**src/rtl/core/rsa_modular_exponentiation_core_defines.svh**
```systemverilog
// Assertion macros shared by the modular exponentiation core files.
`ifndef RSA_MODULAR_EXPONENTIATION_CORE_DEFINES_SVH
`define RSA_MODULAR_EXPONENTIATION_CORE_DEFINES_SVH

// Checks that the consequent holds in the same cycle as the antecedent.
`define RSA_ASSERT_SAME(label, clk, rst_n, ante, cons, msg) \
    label: assert property (@(posedge clk) disable iff (!rst_n) (ante) |-> (cons)) \
        else $error(msg);

// Checks that the consequent holds in the cycle after the antecedent.
`define RSA_ASSERT_NEXT(label, clk, rst_n, ante, cons, msg) \
    label: assert property (@(posedge clk) disable iff (!rst_n) (ante) |=> (cons)) \
        else $error(msg);

`endif

```
**src/rtl/core/rsa_me_pkg.sv**
```systemverilog
// Package with the shared types and constants of the modular exponentiation core.
`default_nettype none

package rsa_me_pkg;

    localparam int BASE_WIDTH  = 31;
    localparam int BYTE_WIDTH  = 8;
    localparam int CFG_INDEX_W = 8;
    localparam int CFG_DATA_W  = 32;

    localparam logic [BYTE_WIDTH-1:0] BYTE_MASK = 8'hFF;

    localparam logic ACTION_ENCRYPT = 1'b0;
    localparam logic ACTION_DECRYPT = 1'b1;
    localparam logic KEY_PRIVATE    = 1'b0;
    localparam logic KEY_PUBLIC     = 1'b1;

    localparam logic [CFG_INDEX_W-1:0] REG_PRIVATE_EXPONENT = 8'd0;
    localparam logic [CFG_INDEX_W-1:0] REG_PRIVATE_MODULUS  = 8'd1;
    localparam logic [CFG_INDEX_W-1:0] REG_PUBLIC_EXPONENT  = 8'd2;
    localparam logic [CFG_INDEX_W-1:0] REG_PUBLIC_MODULUS   = 8'd3;

    localparam logic [31:0] RESET_PRIVATE_EXPONENT = 32'd2753;
    localparam logic [31:0] RESET_PRIVATE_MODULUS  = 32'd3233;
    localparam logic [31:0] RESET_PUBLIC_EXPONENT  = 32'd17;
    localparam logic [31:0] RESET_PUBLIC_MODULUS   = 32'd3233;

    localparam logic [31:0] MIN_MODULUS = 32'd2;

    typedef struct packed {
        logic busy;
        logic done;
    } t_mm_stat;

endpackage

`default_nettype wire

```
**src/rtl/core/rsa_me_if.sv**
```systemverilog
// Handshake interfaces for the input, result and configuration channels.
`default_nettype none

interface rsa_me_in_if;
    logic                             valid;
    logic                             ready;
    logic                             action;
    logic                             key_select;
    logic [rsa_me_pkg::BASE_WIDTH-1:0] base_value;
    logic                             last_in;

    modport source (output valid, output action, output key_select,
                    output base_value, output last_in, input ready);
    modport sink   (input valid, input action, input key_select,
                    input base_value, input last_in, output ready);
endinterface

interface rsa_me_out_if #(parameter int MODULUS_WIDTH = 20);
    logic                     valid;
    logic                     ready;
    logic [MODULUS_WIDTH-1:0] residue;
    logic                     last_out;

    modport source (output valid, output residue, output last_out, input ready);
    modport sink   (input valid, input residue, input last_out, output ready);
endinterface

interface rsa_me_cfg_if;
    logic                              valid;
    logic                              ready;
    logic [rsa_me_pkg::CFG_INDEX_W-1:0] index;
    logic [rsa_me_pkg::CFG_DATA_W-1:0]  data;

    modport source (output valid, output index, output data, input ready);
    modport sink   (input valid, input index, input data, output ready);
endinterface

`default_nettype wire

```
**src/rtl/core/rsa_me_modmul.sv**
```systemverilog
// Bit-serial modular multiplier, one multiplier bit per cycle.
`default_nettype none
`include "rsa_modular_exponentiation_core_defines.svh"

module rsa_me_modmul #(
    parameter int MW = 20,
    parameter int BW = 31,
    parameter int CW = 5
) (
    input  wire logic          i_clk,
    input  wire logic          i_rst_n,
    input  wire logic          i_start,
    input  wire logic [MW-1:0] i_a,
    input  wire logic [BW-1:0] i_b,
    input  wire logic [CW-1:0] i_nbits,
    input  wire logic [MW-1:0] i_m,
    output rsa_me_pkg::t_mm_stat o_stat,
    output logic [MW-1:0]      o_result
);

    logic          r_busy, n_busy;
    logic          r_done, n_done;
    logic [CW-1:0] r_cnt, n_cnt;
    logic [MW-1:0] r_r, n_r;
    logic [MW-1:0] r_a, n_a;
    logic [BW-1:0] r_b, n_b;
    logic [MW-1:0] r_m, n_m;

    logic [MW+1:0] w_t, w_m1, w_m2, w_red;

    // The partial result stays below m, so 2r + a stays below 3m.
    always_comb begin
        w_t  = {1'b0, r_r, 1'b0} + (r_b[BW-1] ? {2'b00, r_a} : {(MW+2){1'b0}});
        w_m1 = {2'b00, r_m};
        w_m2 = {1'b0, r_m, 1'b0};
        if (w_t >= w_m2) begin
            w_red = w_t - w_m2;
        end else if (w_t >= w_m1) begin
            w_red = w_t - w_m1;
        end else begin
            w_red = w_t;
        end
    end

    always_comb begin
        n_busy = r_busy;
        n_done = 1'b0;
        n_cnt  = r_cnt;
        n_r    = r_r;
        n_a    = r_a;
        n_b    = r_b;
        n_m    = r_m;
        if (i_start) begin
            n_busy = 1'b1;
            n_cnt  = i_nbits;
            n_r    = {MW{1'b0}};
            n_a    = i_a;
            n_b    = i_b;
            n_m    = i_m;
        end else if (r_busy) begin
            n_r   = w_red[MW-1:0];
            n_b   = r_b << 1;
            n_cnt = r_cnt - CW'(1);
            if (r_cnt == CW'(1)) begin
                n_busy = 1'b0;
                n_done = 1'b1;
            end
        end
    end

    always_ff @(posedge i_clk) begin
        if (!i_rst_n) begin
            r_busy <= 1'b0;
            r_done <= 1'b0;
        end else begin
            r_busy <= n_busy;
            r_done <= n_done;
        end
        r_cnt <= n_cnt;
        r_r   <= n_r;
        r_a   <= n_a;
        r_b   <= n_b;
        r_m   <= n_m;
    end

    assign o_stat.busy = r_busy;
    assign o_stat.done = r_done;
    assign o_result    = r_r;

    `RSA_ASSERT_SAME(a_mm_done_idle, i_clk, i_rst_n, r_done, !r_busy, "done while busy")
    `RSA_ASSERT_SAME(a_mm_partial_lt_m, i_clk, i_rst_n, r_busy, r_r < r_m, "partial not reduced")
    `RSA_ASSERT_SAME(a_mm_cnt_live, i_clk, i_rst_n, r_busy, r_cnt != {CW{1'b0}},
        "busy with zero count")
    `RSA_ASSERT_NEXT(a_mm_start_busy, i_clk, i_rst_n, i_start, r_busy, "start did not run")

endmodule

`default_nettype wire

```
**src/rtl/core/rsa_me_regs.sv**
```systemverilog
// Key register file with write decode for the configuration channel.
`default_nettype none

module rsa_me_regs #(
    parameter int MW = 20,
    parameter int EW = 31
) (
    input  wire logic          i_clk,
    input  wire logic          i_rst_n,
    rsa_me_cfg_if.sink         i_cfg,
    output logic [EW-1:0]      o_private_exponent,
    output logic [MW-1:0]      o_private_modulus,
    output logic [EW-1:0]      o_public_exponent,
    output logic [MW-1:0]      o_public_modulus
);

    logic [EW-1:0] r_private_exponent;
    logic [MW-1:0] r_private_modulus;
    logic [EW-1:0] r_public_exponent;
    logic [MW-1:0] r_public_modulus;

    assign i_cfg.ready = 1'b1;

    // Writes to an index beyond the four key registers are dropped.
    always_ff @(posedge i_clk) begin
        if (!i_rst_n) begin
            r_private_exponent <= EW'(rsa_me_pkg::RESET_PRIVATE_EXPONENT);
            r_private_modulus  <= MW'(rsa_me_pkg::RESET_PRIVATE_MODULUS);
            r_public_exponent  <= EW'(rsa_me_pkg::RESET_PUBLIC_EXPONENT);
            r_public_modulus   <= MW'(rsa_me_pkg::RESET_PUBLIC_MODULUS);
        end else if (i_cfg.valid) begin
            unique case (i_cfg.index)
                rsa_me_pkg::REG_PRIVATE_EXPONENT: r_private_exponent <= EW'(i_cfg.data);
                rsa_me_pkg::REG_PRIVATE_MODULUS:  r_private_modulus  <= MW'(i_cfg.data);
                rsa_me_pkg::REG_PUBLIC_EXPONENT:  r_public_exponent  <= EW'(i_cfg.data);
                rsa_me_pkg::REG_PUBLIC_MODULUS:   r_public_modulus   <= MW'(i_cfg.data);
                default: begin
                end
            endcase
        end
    end

    assign o_private_exponent = r_private_exponent;
    assign o_private_modulus  = r_private_modulus;
    assign o_public_exponent  = r_public_exponent;
    assign o_public_modulus   = r_public_modulus;

endmodule

`default_nettype wire

```
**src/rtl/core/rsa_modular_exponentiation_core.sv**
```systemverilog
// Top level of the square-and-multiply modular exponentiation core.
//
//   Channel    Dir  Payload                                   Accepted when
//   i_item     in   action, key_select, base_value, last_in   valid && ready
//   o_result   out  residue, last_out                         valid && ready
//   i_cfg      in   index, data                               valid && ready
//
// From acceptance an item first has its base reduced mod m; then the exponent bits are
// scanned from the top, and each bit below the top set bit takes a squaring and, if set,
// a multiply. All arithmetic runs on the single bit-serial modular multiplier, one
// multiplier bit per cycle.
// Reset is synchronous and active low; it idles the sequencer and loads the default keys.
// Input is ready only while idle; a result held at the output stalls the next finish.
`default_nettype none
`include "rsa_modular_exponentiation_core_defines.svh"

module rsa_modular_exponentiation_core #(
    parameter int MODULUS_WIDTH  = 20,
    parameter int EXPONENT_WIDTH = 31
) (
    input  wire logic       i_clk,
    input  wire logic       i_rst_n,
    rsa_me_in_if.sink       i_item,
    rsa_me_out_if.source    o_result,
    rsa_me_cfg_if.sink      i_cfg
);

    localparam int MW  = MODULUS_WIDTH;
    localparam int EW  = EXPONENT_WIDTH;
    localparam int BAW = rsa_me_pkg::BASE_WIDTH;
    // The multiplier operand register must hold either a residue or a raw base.
    localparam int BW  = (MW > BAW) ? MW : BAW;
    localparam int CW  = $clog2(BW + 1);
    localparam int EBW = $clog2(EW + 1);
    localparam int SH_RES  = BW - MW;
    localparam int SH_BASE = BW - BAW;

    // Sequencer states.
    localparam logic [2:0] ST_IDLE   = 3'd0;
    localparam logic [2:0] ST_PREP   = 3'd1;
    localparam logic [2:0] ST_REDUCE = 3'd2;
    localparam logic [2:0] ST_SCAN   = 3'd3;
    localparam logic [2:0] ST_SQR    = 3'd4;
    localparam logic [2:0] ST_MUL    = 3'd5;
    localparam logic [2:0] ST_FINISH = 3'd6;

    logic [EW-1:0] w_private_exponent, w_public_exponent, w_sel_exp;
    logic [MW-1:0] w_private_modulus, w_public_modulus, w_sel_mod;

    logic [2:0]     r_state, n_state;
    logic [EW-1:0]  r_exp, n_exp;
    logic [EBW-1:0] r_bitcnt, n_bitcnt;
    logic [MW-1:0]  r_mod, n_mod;
    logic [BAW-1:0] r_base_in, n_base_in;
    logic [MW-1:0]  r_base, n_base;
    logic [MW-1:0]  r_acc, n_acc;
    logic           r_started, n_started;
    logic           r_bit, n_bit;
    logic           r_decrypt, n_decrypt;
    logic           r_last, n_last;
    logic           r_out_valid, n_out_valid;
    logic [MW-1:0]  r_out_residue, n_out_residue;
    logic           r_out_last, n_out_last;

    logic                 mm_start;
    logic [MW-1:0]        mm_a;
    logic [BW-1:0]        mm_b;
    logic [CW-1:0]        mm_nbits;
    rsa_me_pkg::t_mm_stat mm_stat;
    logic [MW-1:0]        mm_result;

    rsa_me_regs #(
        .MW (MW),
        .EW (EW)
    ) u_regs (
        .i_clk              (i_clk),
        .i_rst_n            (i_rst_n),
        .i_cfg              (i_cfg),
        .o_private_exponent (w_private_exponent),
        .o_private_modulus  (w_private_modulus),
        .o_public_exponent  (w_public_exponent),
        .o_public_modulus   (w_public_modulus)
    );

    rsa_me_modmul #(
        .MW (MW),
        .BW (BW),
        .CW (CW)
    ) u_modmul (
        .i_clk    (i_clk),
        .i_rst_n  (i_rst_n),
        .i_start  (mm_start),
        .i_a      (mm_a),
        .i_b      (mm_b),
        .i_nbits  (mm_nbits),
        .i_m      (r_mod),
        .o_stat   (mm_stat),
        .o_result (mm_result)
    );

    assign w_sel_exp = (i_item.key_select == rsa_me_pkg::KEY_PUBLIC) ?
                       w_public_exponent : w_private_exponent;
    assign w_sel_mod = (i_item.key_select == rsa_me_pkg::KEY_PUBLIC) ?
                       w_public_modulus : w_private_modulus;

    assign i_item.ready = (r_state == ST_IDLE);

    always_comb begin
        n_state       = r_state;
        n_exp         = r_exp;
        n_bitcnt      = r_bitcnt;
        n_mod         = r_mod;
        n_base_in     = r_base_in;
        n_base        = r_base;
        n_acc         = r_acc;
        n_started     = r_started;
        n_bit         = r_bit;
        n_decrypt     = r_decrypt;
        n_last        = r_last;
        n_out_valid   = r_out_valid;
        n_out_residue = r_out_residue;
        n_out_last    = r_out_last;
        mm_start      = 1'b0;
        mm_a          = MW'(1);
        mm_b          = BW'(r_base_in) << SH_BASE;
        mm_nbits      = CW'(BAW);

        if (r_out_valid && o_result.ready) begin
            n_out_valid = 1'b0;
        end

        unique case (r_state)
            ST_IDLE: begin
                if (i_item.valid) begin
                    n_exp     = w_sel_exp;
                    n_mod     = w_sel_mod;
                    n_decrypt = i_item.action;
                    n_last    = i_item.last_in;
                    n_acc     = MW'(1);
                    n_started = 1'b0;
                    n_bitcnt  = EBW'(EW);
                    // An encrypt item carries a message byte in the low bits only.
                    if (i_item.action == rsa_me_pkg::ACTION_DECRYPT) begin
                        n_base_in = i_item.base_value;
                    end else begin
                        n_base_in = i_item.base_value & BAW'(rsa_me_pkg::BYTE_MASK);
                    end
                    n_state = ST_PREP;
                end
            end
            ST_PREP: begin
                // A modulus below two gives a zero residue without any arithmetic.
                if (r_mod < MW'(rsa_me_pkg::MIN_MODULUS)) begin
                    n_acc   = {MW{1'b0}};
                    n_state = ST_FINISH;
                end else begin
                    // Reduce the base as 1 * base mod m, scanning all base bits.
                    mm_start = 1'b1;
                    n_state  = ST_REDUCE;
                end
            end
            ST_REDUCE: begin
                if (mm_stat.done) begin
                    n_base  = mm_result;
                    n_state = ST_SCAN;
                end
            end
            ST_SCAN: begin
                if (r_bitcnt == {EBW{1'b0}}) begin
                    n_state = ST_FINISH;
                end else begin
                    n_exp    = {r_exp[EW-2:0], 1'b0};
                    n_bitcnt = r_bitcnt - EBW'(1);
                    if (!r_started) begin
                        // Squaring one is a no-op, so leading zero bits are skipped
                        // and the top set bit loads the reduced base directly.
                        if (r_exp[EW-1]) begin
                            n_acc     = r_base;
                            n_started = 1'b1;
                        end
                    end else begin
                        n_bit    = r_exp[EW-1];
                        mm_start = 1'b1;
                        mm_a     = r_acc;
                        mm_b     = BW'(r_acc) << SH_RES;
                        mm_nbits = CW'(MW);
                        n_state  = ST_SQR;
                    end
                end
            end
            ST_SQR: begin
                if (mm_stat.done) begin
                    n_acc = mm_result;
                    if (r_bit) begin
                        mm_start = 1'b1;
                        mm_a     = mm_result;
                        mm_b     = BW'(r_base) << SH_RES;
                        mm_nbits = CW'(MW);
                        n_state  = ST_MUL;
                    end else begin
                        n_state = ST_SCAN;
                    end
                end
            end
            ST_MUL: begin
                if (mm_stat.done) begin
                    n_acc   = mm_result;
                    n_state = ST_SCAN;
                end
            end
            ST_FINISH: begin
                // Hold here until the output register is free.
                if (!r_out_valid || o_result.ready) begin
                    n_out_valid = 1'b1;
                    n_out_last  = r_last;
                    if (r_decrypt == rsa_me_pkg::ACTION_DECRYPT) begin
                        n_out_residue = r_acc & MW'(rsa_me_pkg::BYTE_MASK);
                    end else begin
                        n_out_residue = r_acc;
                    end
                    n_state = ST_IDLE;
                end
            end
            default: begin
                n_state = ST_IDLE;
            end
        endcase
    end

    always_ff @(posedge i_clk) begin
        if (!i_rst_n) begin
            r_state     <= ST_IDLE;
            r_out_valid <= 1'b0;
        end else begin
            r_state     <= n_state;
            r_out_valid <= n_out_valid;
        end
        r_exp         <= n_exp;
        r_bitcnt      <= n_bitcnt;
        r_mod         <= n_mod;
        r_base_in     <= n_base_in;
        r_base        <= n_base;
        r_acc         <= n_acc;
        r_started     <= n_started;
        r_bit         <= n_bit;
        r_decrypt     <= n_decrypt;
        r_last        <= n_last;
        r_out_residue <= n_out_residue;
        r_out_last    <= n_out_last;
    end

    assign o_result.valid    = r_out_valid;
    assign o_result.residue  = r_out_residue;
    assign o_result.last_out = r_out_last;

    `RSA_ASSERT_SAME(a_acc_reduced, i_clk, i_rst_n, r_state == ST_SCAN, r_acc < r_mod,
        "running value not reduced")
    `RSA_ASSERT_SAME(a_start_when_free, i_clk, i_rst_n, mm_start, !mm_stat.busy,
        "multiplier started while busy")
    `RSA_ASSERT_NEXT(a_accept_leaves_idle, i_clk, i_rst_n, i_item.valid && i_item.ready,
        r_state == ST_PREP, "accepted item not taken up")
    `RSA_ASSERT_NEXT(a_finish_delivers, i_clk, i_rst_n,
        (r_state == ST_FINISH) && (!r_out_valid || o_result.ready), r_out_valid,
        "finished item not presented")

endmodule

`default_nettype wire
```
**src/flat_wrapper.sv**
```systemverilog
// flat-port wrapper written by rule: the top's interface ports become plain ports
module rsa_modular_exponentiation_core_flat 
#(
    parameter int MODULUS_WIDTH  = 20,
    parameter int EXPONENT_WIDTH = 31
)
  (i_clk, i_rst_n, i_item_valid, i_item_action, i_item_key_select, i_item_base_value, i_item_last_in, i_item_ready, o_result_valid, o_result_residue, o_result_last_out, o_result_ready, i_cfg_valid, i_cfg_index, i_cfg_data, i_cfg_ready);
  rsa_me_in_if i_item_i ();
  rsa_me_out_if #(.MODULUS_WIDTH(MODULUS_WIDTH)) o_result_i ();
  rsa_me_cfg_if i_cfg_i ();
  input  wire logic i_clk;
  input  wire logic i_rst_n;
  input wire logic [$bits(i_item_i.valid)-1:0] i_item_valid;
  input wire logic [$bits(i_item_i.action)-1:0] i_item_action;
  input wire logic [$bits(i_item_i.key_select)-1:0] i_item_key_select;
  input wire logic [$bits(i_item_i.base_value)-1:0] i_item_base_value;
  input wire logic [$bits(i_item_i.last_in)-1:0] i_item_last_in;
  output wire logic [$bits(i_item_i.ready)-1:0] i_item_ready;
  output wire logic [$bits(o_result_i.valid)-1:0] o_result_valid;
  output wire logic [$bits(o_result_i.residue)-1:0] o_result_residue;
  output wire logic [$bits(o_result_i.last_out)-1:0] o_result_last_out;
  input wire logic [$bits(o_result_i.ready)-1:0] o_result_ready;
  input wire logic [$bits(i_cfg_i.valid)-1:0] i_cfg_valid;
  input wire logic [$bits(i_cfg_i.index)-1:0] i_cfg_index;
  input wire logic [$bits(i_cfg_i.data)-1:0] i_cfg_data;
  output wire logic [$bits(i_cfg_i.ready)-1:0] i_cfg_ready;
  assign i_item_i.valid = i_item_valid;
  assign i_item_i.action = i_item_action;
  assign i_item_i.key_select = i_item_key_select;
  assign i_item_i.base_value = i_item_base_value;
  assign i_item_i.last_in = i_item_last_in;
  assign i_item_ready = i_item_i.ready;
  assign o_result_valid = o_result_i.valid;
  assign o_result_residue = o_result_i.residue;
  assign o_result_last_out = o_result_i.last_out;
  assign o_result_i.ready = o_result_ready;
  assign i_cfg_i.valid = i_cfg_valid;
  assign i_cfg_i.index = i_cfg_index;
  assign i_cfg_i.data = i_cfg_data;
  assign i_cfg_ready = i_cfg_i.ready;
  rsa_modular_exponentiation_core #(.MODULUS_WIDTH(MODULUS_WIDTH), .EXPONENT_WIDTH(EXPONENT_WIDTH)) u_core (.i_clk(i_clk), .i_rst_n(i_rst_n), .i_item(i_item_i), .o_result(o_result_i), .i_cfg(i_cfg_i));
endmodule
```
**config.mk**
```make
export PLATFORM = sky130hd
export DESIGN_NAME = rsa_modular_exponentiation_core_flat
export DESIGN_NICKNAME = d
export VERILOG_FILES = /design/src/rtl/core/rsa_me_pkg.sv /design/src/rtl/core/rsa_me_if.sv /design/src/rtl/core/rsa_me_modmul.sv /design/src/rtl/core/rsa_me_regs.sv /design/src/rtl/core/rsa_modular_exponentiation_core.sv /design/src/flat_wrapper.sv
export VERILOG_INCLUDE_DIRS = /design/src /design/src/rtl/core
export SDC_FILE = /design/constraint.sdc
export NUM_CORES = 1
export LEC_CHECK = 0
export BUFFER_PORTS_ARGS = -buffer_cell sky130_fd_sc_hd__buf_2
export CAP_MARGIN = 40
export CORE_MARGIN = 3
export CORE_UTILIZATION = 25
export CTS_CLUSTER_DIAMETER = 80
export DETAILED_ROUTE_END_ITERATION = 16
export PLACE_DENSITY = 0.44
export SKIP_LAST_GASP = 1
export SYNTH_ARGS = -nofsm -noshare
export SYNTH_HDL_FRONTEND = slang
export SYNTH_SLANG_ARGS = --single-unit
```
**constraint.sdc**
```tcl
create_clock -name i_clk -period 9.6 [get_ports i_clk]
set_input_delay 0.48 -clock i_clk [delete_from_list [all_inputs] [get_ports i_clk]]
set_output_delay 0.48 -clock i_clk [all_outputs]
set_load 0.03 [all_outputs]
```
# Word-level counts from Yosys, hierarchy flattened
# Cells that the tools add are included.
totals:
  in_bits: 79
  latchBits: 0
  output_inout_bits: 24
  memories: 0
  ramBits: 0
  rom_bits: 0
  wordCells: 145
  reg_bits: 356
op_classes:
  mul: 0
  magnitude_cmp: 3
  eq_ne: 20
  muxes: 64
  bitwise_logic: 3
  n_addsub: 5
  div_mod_pow: 0
  n_reduce_logical: 23
  shifts: 0
ops:
  columns: ["op", "count"]
  rows:
  - ["$mux W20", 14]
  - ["$mux W31", 9]
  - ["$pmux W31 S2", 2]
  - ["$pmux W20 S4", 1]
  - ["$pmux W20 S2", 1]
  - ["$sub A20 B20 Y20", 2]
  - ["$mux W5", 6]
  - ["$mux W3", 8]
  - ["$add A21 B20 Y22", 1]
  - ["$ge A22 B20 Y1", 1]
  - ["$ge A22 B21 Y1", 1]
  - ["$lt A20 B2 Y1 const B", 1]
  - ["$pmux W5 S2", 2]
  - ["$pmux W3 S6", 1]
  - ["$eq A8 B2 Y1 const B", 2]
  - ["$mux W1", 16]
  - ["$reduce_and A2 Y1", 7]
  - ["$ne A2 B1 Y1 const B", 5]
  - ["$sub A5 B1 Y5 const B", 2]
  - ["$eq A3 B3 Y1 const B", 3]
  - ["$eq A8 B1 Y1 const B", 1]
  - ["$logic_not A8 Y1", 1]
  - ["$mux W4", 2]
  - ["$ne A2 B2 Y1 const B", 4]
  - ["19 further kinds", 25]

# Logic depth before layout (Yosys ltp)
logic_depth:
  ltp_word: 5
  ltp_mapped: 22
  mapped_depth_nobuf: 19

# Modules after synthesis
# From an unflattened synthesis, not the netlist that was laid out.
unflattened:
  hier_cells: 1596
  area_unflattened_um2: 17889.7
by_module_without_submodules:
  columns: ["mod", "n_inst", "area_per_inst_um2", "cells_each"]
  rows:
  - ["rsa_modular_exponentiation_core", 1, 7050.5, 527]
  - ["rsa_me_modmul", 1, 6929.1, 691]
  - ["rsa_me_regs", 1, 3910.0, 378]

# Worst setup path before layout
# OpenSTA, ideal clock, no wires.
synth_timing:
  path_type: "register to register"
  startpoint: "reg u_core.u_modmul.r_b[30]"
  endpoint: "reg u_core.u_modmul.r_r[8], in the netlist u_core.u_modmul.o_result[8]"
  period_less_slack_ns: 4.848
  arrival_time_ns: 4.715
  path_slack_ns: 4.752
  path_stages_with_launch: 22
  setup_ns: 0.133
  required_time_ns: 9.467
  n_path_buf: 3
  path_cell_list: "edfxtp_1 -> clkbuf_1 -> and2_1 -> ha_1 -> fa_1 -> a211oi_1 -> nor2_1 -> o31a_1 -> a41o_1 -> a41oi_1 -> xnor2_1 -> ha_1 -> clkbuf_1 -> and4_1 -> a311oi_1 -> o211ai_1 -> o41ai_1 -> o21ai_2 -> buf_4 -> or2_0 -> a31oi_1 -> a21oi_1"
synth_between:
  elab_chain_len: 5
  elab_cells_between_ends: 8
  classes_between: "add/sub: 3; order compare: 2; mux: 3"
synth_lines:
  columns: ["item", "line", "text"]
  rows:
  - ["start, declared", "rsa_me_modmul.sv:26", "logic [BW-1:0] r_b, n_b;"]
  - ["start signal, assigned", "rsa_me_modmul.sv:82", "r_b <= n_b;"]
  - ["$mux W20 (*)", "rsa_me_modmul.sv:33", "w_t = {1'b0, r_r, 1'b0} + (r_b[BW-1] ? {2'b00, r_a} : {(MW+2){1'b0}});"]
  - ["$add A21 B20 Y22 (*)", "rsa_me_modmul.sv:33", null]
  - ["$sub A20 B20 Y20 / $ge A22 B20 Y1 (equally long branches)", "rsa_me_modmul.sv:39, rsa_me_modmul.sv:38", null]
  - ["$mux W20", "rsa_me_modmul.sv:38", "end else if (w_t >= w_m1) begin"]
  - ["$mux W20 (*)", "rsa_me_modmul.sv:36", "if (w_t >= w_m2) begin"]
  - ["end signal, assigned", "rsa_me_modmul.sv:80", "r_r <= n_r;"]
  - ["end, declared", "rsa_me_modmul.sv:24", "logic [MW-1:0] r_r, n_r;"]
# Every way passes the cells marked *; elsewhere a longest branch is shown, timed or not.
# A chain may end at the register's enable or synchronous reset.

# Worst setup path in the final report
layout_timing:
  startpoint: "reg u_core.u_modmul.r_b[30]"
  endpoint: "reg u_core.u_modmul.r_r[1], in the netlist u_core.u_modmul.o_result[1]"
# Same word-level chain as after synthesis.

==> metrics.sh <==
RUN_STATUS='finished, final reports clean'
DP_HPWL_MM=30.6
CRITICAL_PATH_CELL_LIST='and2_1 > ha_1 > o21ai_0 > o21bai_1 > a21oi_1 > o31ai_1 > a21oi_1 > xnor2_1 > ha_1 > o21ai_0 > a21oi_1 > a311oi_1 > o211ai_1 > o41ai_1 > o21ai_2 > buf_4 > a21oi_1 > o221ai_1 > a21oi_1'
ASYNCSETRESETFLOPFRACSYNTH_PCT=0
TOP_LEVEL_PORTS=103
INITIAL_UTILIZATION_PCT=25.4
GLOBALROUTE.TOTALOVERFLOW=0
PLACED_CELL_AREA_MM2=0.0188
DR.PASS1.ITERS=7
PLACEMENTROWS=95
WORST_HOLD_PATH_TYPE='in -> reg'
DRCVIOLATIONCOUNT=0
POWER.SWITCHING_FRACTION_PCT=39.8
LAYOUT-DRIVE-GT1-SHARE_PCT=13.5
FLOORPLAN_CORE_AREA_MM2=0.0676
CRITICAL_PATH.SLOWEST_CELL='o31ai_1'
YOSYSWARNINGS=0
DIE_AREA_MM2=0.0719
IRDROPWORSTVDD_uV=166
ANT_NETS_AFTER_ROUTE=0
FINISH.INSTANCE_AREA_MM2=0.0202
POST_CTS_RESIZE_COUNT=0
POWER.SHARE.COMBINATIONAL_PCT=43.7
CRITICAL_PATH_ARRIVAL_NS=6.51
ROUTE.VIAS.TOTAL=12619
FINAL.FILL_COUNT=6977
WORST_SLEW_SLACK_AS_A_FRACTION_OF_ITS_LIMIT_PCT=42.5
POWER_DENSITY_mW_PER_MM2=349
CTS_BUFFER_DEPTH=3
POST_SYNTH_INSTANCE_AREA_MM2=0.0172
ANTENNA_FOUND_INITIAL=3
INSERTION_DELAY_NS=0.59
WORST_EP_REQUIRED_TIME_NS=10.11
CRIT_PATH_FREQUENT_CELL='a21oi_1'
CRIT_PATH_MAX_INCR_DELAY_NS=0.73
POST_DETAILED_ROUTING_WIRE_LENGTH_MM=44.9
GRT_SETUP_UNREPAIRED='false'
NUMBER_OF_INSTANCES_ON_THE_WORST_HOLD_PATH=1
POWER.TOTAL_mW=7.04
AREA.GROWTH.SYNTH_TO_FINAL_PCT=17.5
SYNTH_XOR_AREA_SHARE_PCT=2.40
VIASPERCELL=4.73
PATH_BUF_INV=1
CHIPWIDTH_UM=268
ADDER_CELL_AREA_SHARE_OF_THE_YOSYS_NETLIST_PCT=4.86
TIMING_LIMITED_MAXIMUM_FREQUENCY_MHz=167
TRITONCTS.NUM_BUFFERS=43
CRITICAL_PATH.REG2REG.ENDPOINT='u_core.u_modmul.o_result[1]'
WL_PER_CELL_UM=16.8
CTSHOLDBUFFERS=0
POWER.SHARE.SEQUENTIAL_PCT=33.5
TIMING.FINAL.CRIT_SHARE_PCT=62.5
POST_SYNTH_MAIN_AREA_CONTRIBUTORS='edfxtp_1, dfxtp_1, nand2_1, a21oi_1, ha_1'
P_INT_mW=4.24
TIMING.RR.START='u_core.u_modmul.r_b[30]'
ROOT_BUFFER='clkbuf_16'
R2R.WORST_PATH.CELLS=19
FIN_SETUP_TNS_NS=0
CHIPHEIGHT_UM=268
PATH_CLK_SLEW_NS=0.06
GRTUSAGETOTAL_PCT=12.4
LEAKAGE_nW=7.48
CRITPATHCAPTURETYPE='flop'
REGAREA_MM2=0.00941
GRT_PASS1_VIAS=12580
GRT_START_MAX_NET_PINS=84
DETAILEDROUTE.FIRSTITERATIONVIOLATIONS=710
MAIN_COMBINATIONAL_CELL_FAMILY_BY_AREA_AFTER_SYNTHESIS='simple AND/OR/NAND/NOR gates'
SYNTHFLOPTYPE='edfxtp_1'
WORSTHOLDSTART='i_item_base_value[0]'
DIODES=0
IO_BUFFER_COUNT=100
R2R_SETUP_SLACK_NS=3.60
YOSYSSEQAREASHARE_PCT=54.8
P_SWITCHING_mW=2.80
MAXCAPVIOLCOUNT=0
WORST_HOLD_SLACK_NS=0.0755
HOLD_END='u_core.r_base_in[0]'
CRIT_START='u_core.u_modmul.r_b[30]'
SETUP-VIOLATIONS-FINAL=0
TRITONCTS='yes'
SYNTH.AREA.MUX_SHARE_PCT=3.98
SLEW_VIOLATIONS=0
SYNTH.NET_COUNT=1826
P_CLK_SHARE_PCT=22.8
YOSYSTOPAREACELL='edfxtp_1'
CTS_HTREE_LEVELS=2
PATH_DELAY_FAMILY='compound AO/OA/AOI/OAI gates'
SYNTH.TOP_CELL.AREA_SHARE_PCT=39.8
SYNTH_ENABLE_FLOP_CELLS=228
FINAL_HOLD_VIOL_COUNT=0
SYNTH_SIMPLE_GATE_AREA_SHARE_PCT=15.7
ACTUAL_TRANSITION_AT_THE_WORST_MAX_TRANSITION_PIN_NS=0.863
TRITONCTS_NUM_SINKS=356
NETLIST-CELL-TYPE-COUNT=77
SYN_AVG_CELL_AREA_UM2=10.2
CP_MAX_FO=27
LAYOUT_MIN_CYCLE_TIME_NS=6.00
FINALCLOCKSKEW_NS=0.0330
NETS=1906
MULTIINPUTGATEAREA_MM2=0.00730
WIRE_LENGTH_OF_THE_FIRST_GLOBAL_ROUTING_PASS_MM=71.1
YS_SEQ_ELEMENTS=356
TIMING_WORST_SETUP_PATH_TYPE='reg -> reg'
GLOBALPLACE.CONGESTION=0.828
SYNTH-COMPOUND-AREA-SHARE_PCT=15.2
LAUNCHING_ELEMENT_TYPE_OF_THE_CRITICAL_PATH='flop'
SYN-INSTANCE-COUNT=1682
CTS_POST_SETUP_BUFFERS_INSERTED=0
worst max path at each step:
stage / cells past startpoint / slack (ns) / end
after detailed placement: 19 / 3.61 / u_core.u_modmul.o_result[1]
after floorplan: 21 / 4.75 / u_core.u_modmul.o_result[8]
final: 19 / 3.60 / u_core.u_modmul.o_result[1]
after global routing: 19 / 3.15 / u_core.u_modmul.o_result[1]
after global placement: 19 / 3.61 / u_core.u_modmul.o_result[1]
after CTS: 19 / 3.59 / u_core.u_modmul.o_result[1]
Yosys cell counts, types with 5 or more instances:
cell type	instances
nand2_1	322
edfxtp_1	228
a21oi_1	169
dfxtp_1	128
o21ai_0	96
clkbuf_1	86
nor2_1	63
ha_1	62
and2_1	50
inv_1	44
nand3_1	41
a22o_1	39
mux2i_1	39
mux2_2	25
xnor2_1	25
xor2_1	22
a22oi_1	21
nor2b_1	19
nor3_1	19
a21o_1	15
a31oi_1	15
and3_1	10
nand2b_1	9
o21a_1	9
nor3b_1	8
nor4_1	8
a211oi_1	7
nand4_1	6
o21bai_1	5
registers in the layout, indices dropped and copies added (netlist names), 3 cells and up:
name / cells
u_core.u_modmul.r_cnt: 5
u_core.r_state: 3
u_core.u_modmul.o_result: 20
u_core.r_exp: 31
u_core.u_regs.o_public_exponent: 31
u_core.u_regs.o_private_exponent: 31
u_core.r_base: 20
u_core.r_mod: 20
u_core.u_regs.o_public_modulus: 20
u_core.u_modmul.r_m: 20
u_core.u_modmul.r_a: 20
u_core.u_regs.o_private_modulus: 20
u_core.r_acc: 20
u_core.r_bitcnt: 5
u_core.r_base_in: 31
u_core.o_result.residue: 20
u_core.u_modmul.r_b: 31
routing by layer:
metal	GRT usage [%]	vias to the layer above	share of wire (%)
met3	2.12	70	4.0
met1	17.1	6065	48
li1	-	6238	-
met2	20.0	240	46
met5	0	-	0.076
met4	3.43	6	2.0
stage by stage:
stage | setup WS, ns | util, % | cells
6_report | 3.60 | 29.8 | 2670
5_1_grt | 3.15 | 29.8 | 2670
4_1_cts | 3.59 | 29.8 | 2670
3_5_place_dp | 3.61 | 27.8 | 2590
3_3_place_gp | 3.61 | 27.5 | 2582
2_1_floorplan | 4.75 | - | 1682
power by group through the flow:
| stage | registers (mW) | clock network, mW | logic (mW) |
|---|---|---|---|
| 2_1_floorplan | 2.29 | 0 | 2.29 |
| 3_3_place_gp | 2.39 | 0 | 3.02 |
| 3_5_place_dp | 2.40 | 0 | 3.06 |
| 4_1_cts | 2.37 | 1.66 | 3.08 |
| 5_1_grt | 2.41 | 1.72 | 3.43 |
| 6_report | 2.36 | 1.60 | 3.07 |
logic make-up (layout without fill, tap and decap cells):
group	count (synthesis)	after routing
xor+xnor	47	47
mux	65	65
other cells	1	1
fa+ha+maj	65	65
flops	356	356
simple gates	586	586
compound gates	424	424
buf+inv	138	253
final cells by class:
| cell class | count | area share [%] |
|---|---|---|
| multi-input combinational | 1188 | 36.2 |
| clock buffer | 63 | 6.08 |
| inverter | 46 | 0.855 |
| clock inverter | 17 | 0.868 |
| sequential | 356 | 46.6 |
| timing repair buffer | 127 | 3.99 |
| tap | 873 | 5.41 |
cell usage in the layout, fill, tap and decap left out, types with 7 or more instances in the layout:
cell       synthesis  routed
a211oi_1           7       7
a21o_1            15      15
a21oi_1          169     168
a22o_1            39      39
a22oi_1           21      21
a31oi_1           15      15
and2_1            50      49
and3_1            10      10
buf_2              3     100
buf_4              2      19
clkbuf_1          86      14
clkbuf_16          0      45
dfxtp_1          128     128
edfxtp_1         228     228
ha_1              62      62
inv_1             44      44
mux2_2            25      25
mux2i_1           39      39
nand2_1          322     322
nand2b_1           9       9
nand3_1           41      41
nor2_1            63      61
nor2b_1           19      17
nor3_1            19      17
nor4_1             8       7
o21a_1             9       9
o21ai_0           96      96
xnor2_1           25      25
xor2_1            22      22
Power figures use the tool's default switching activity.
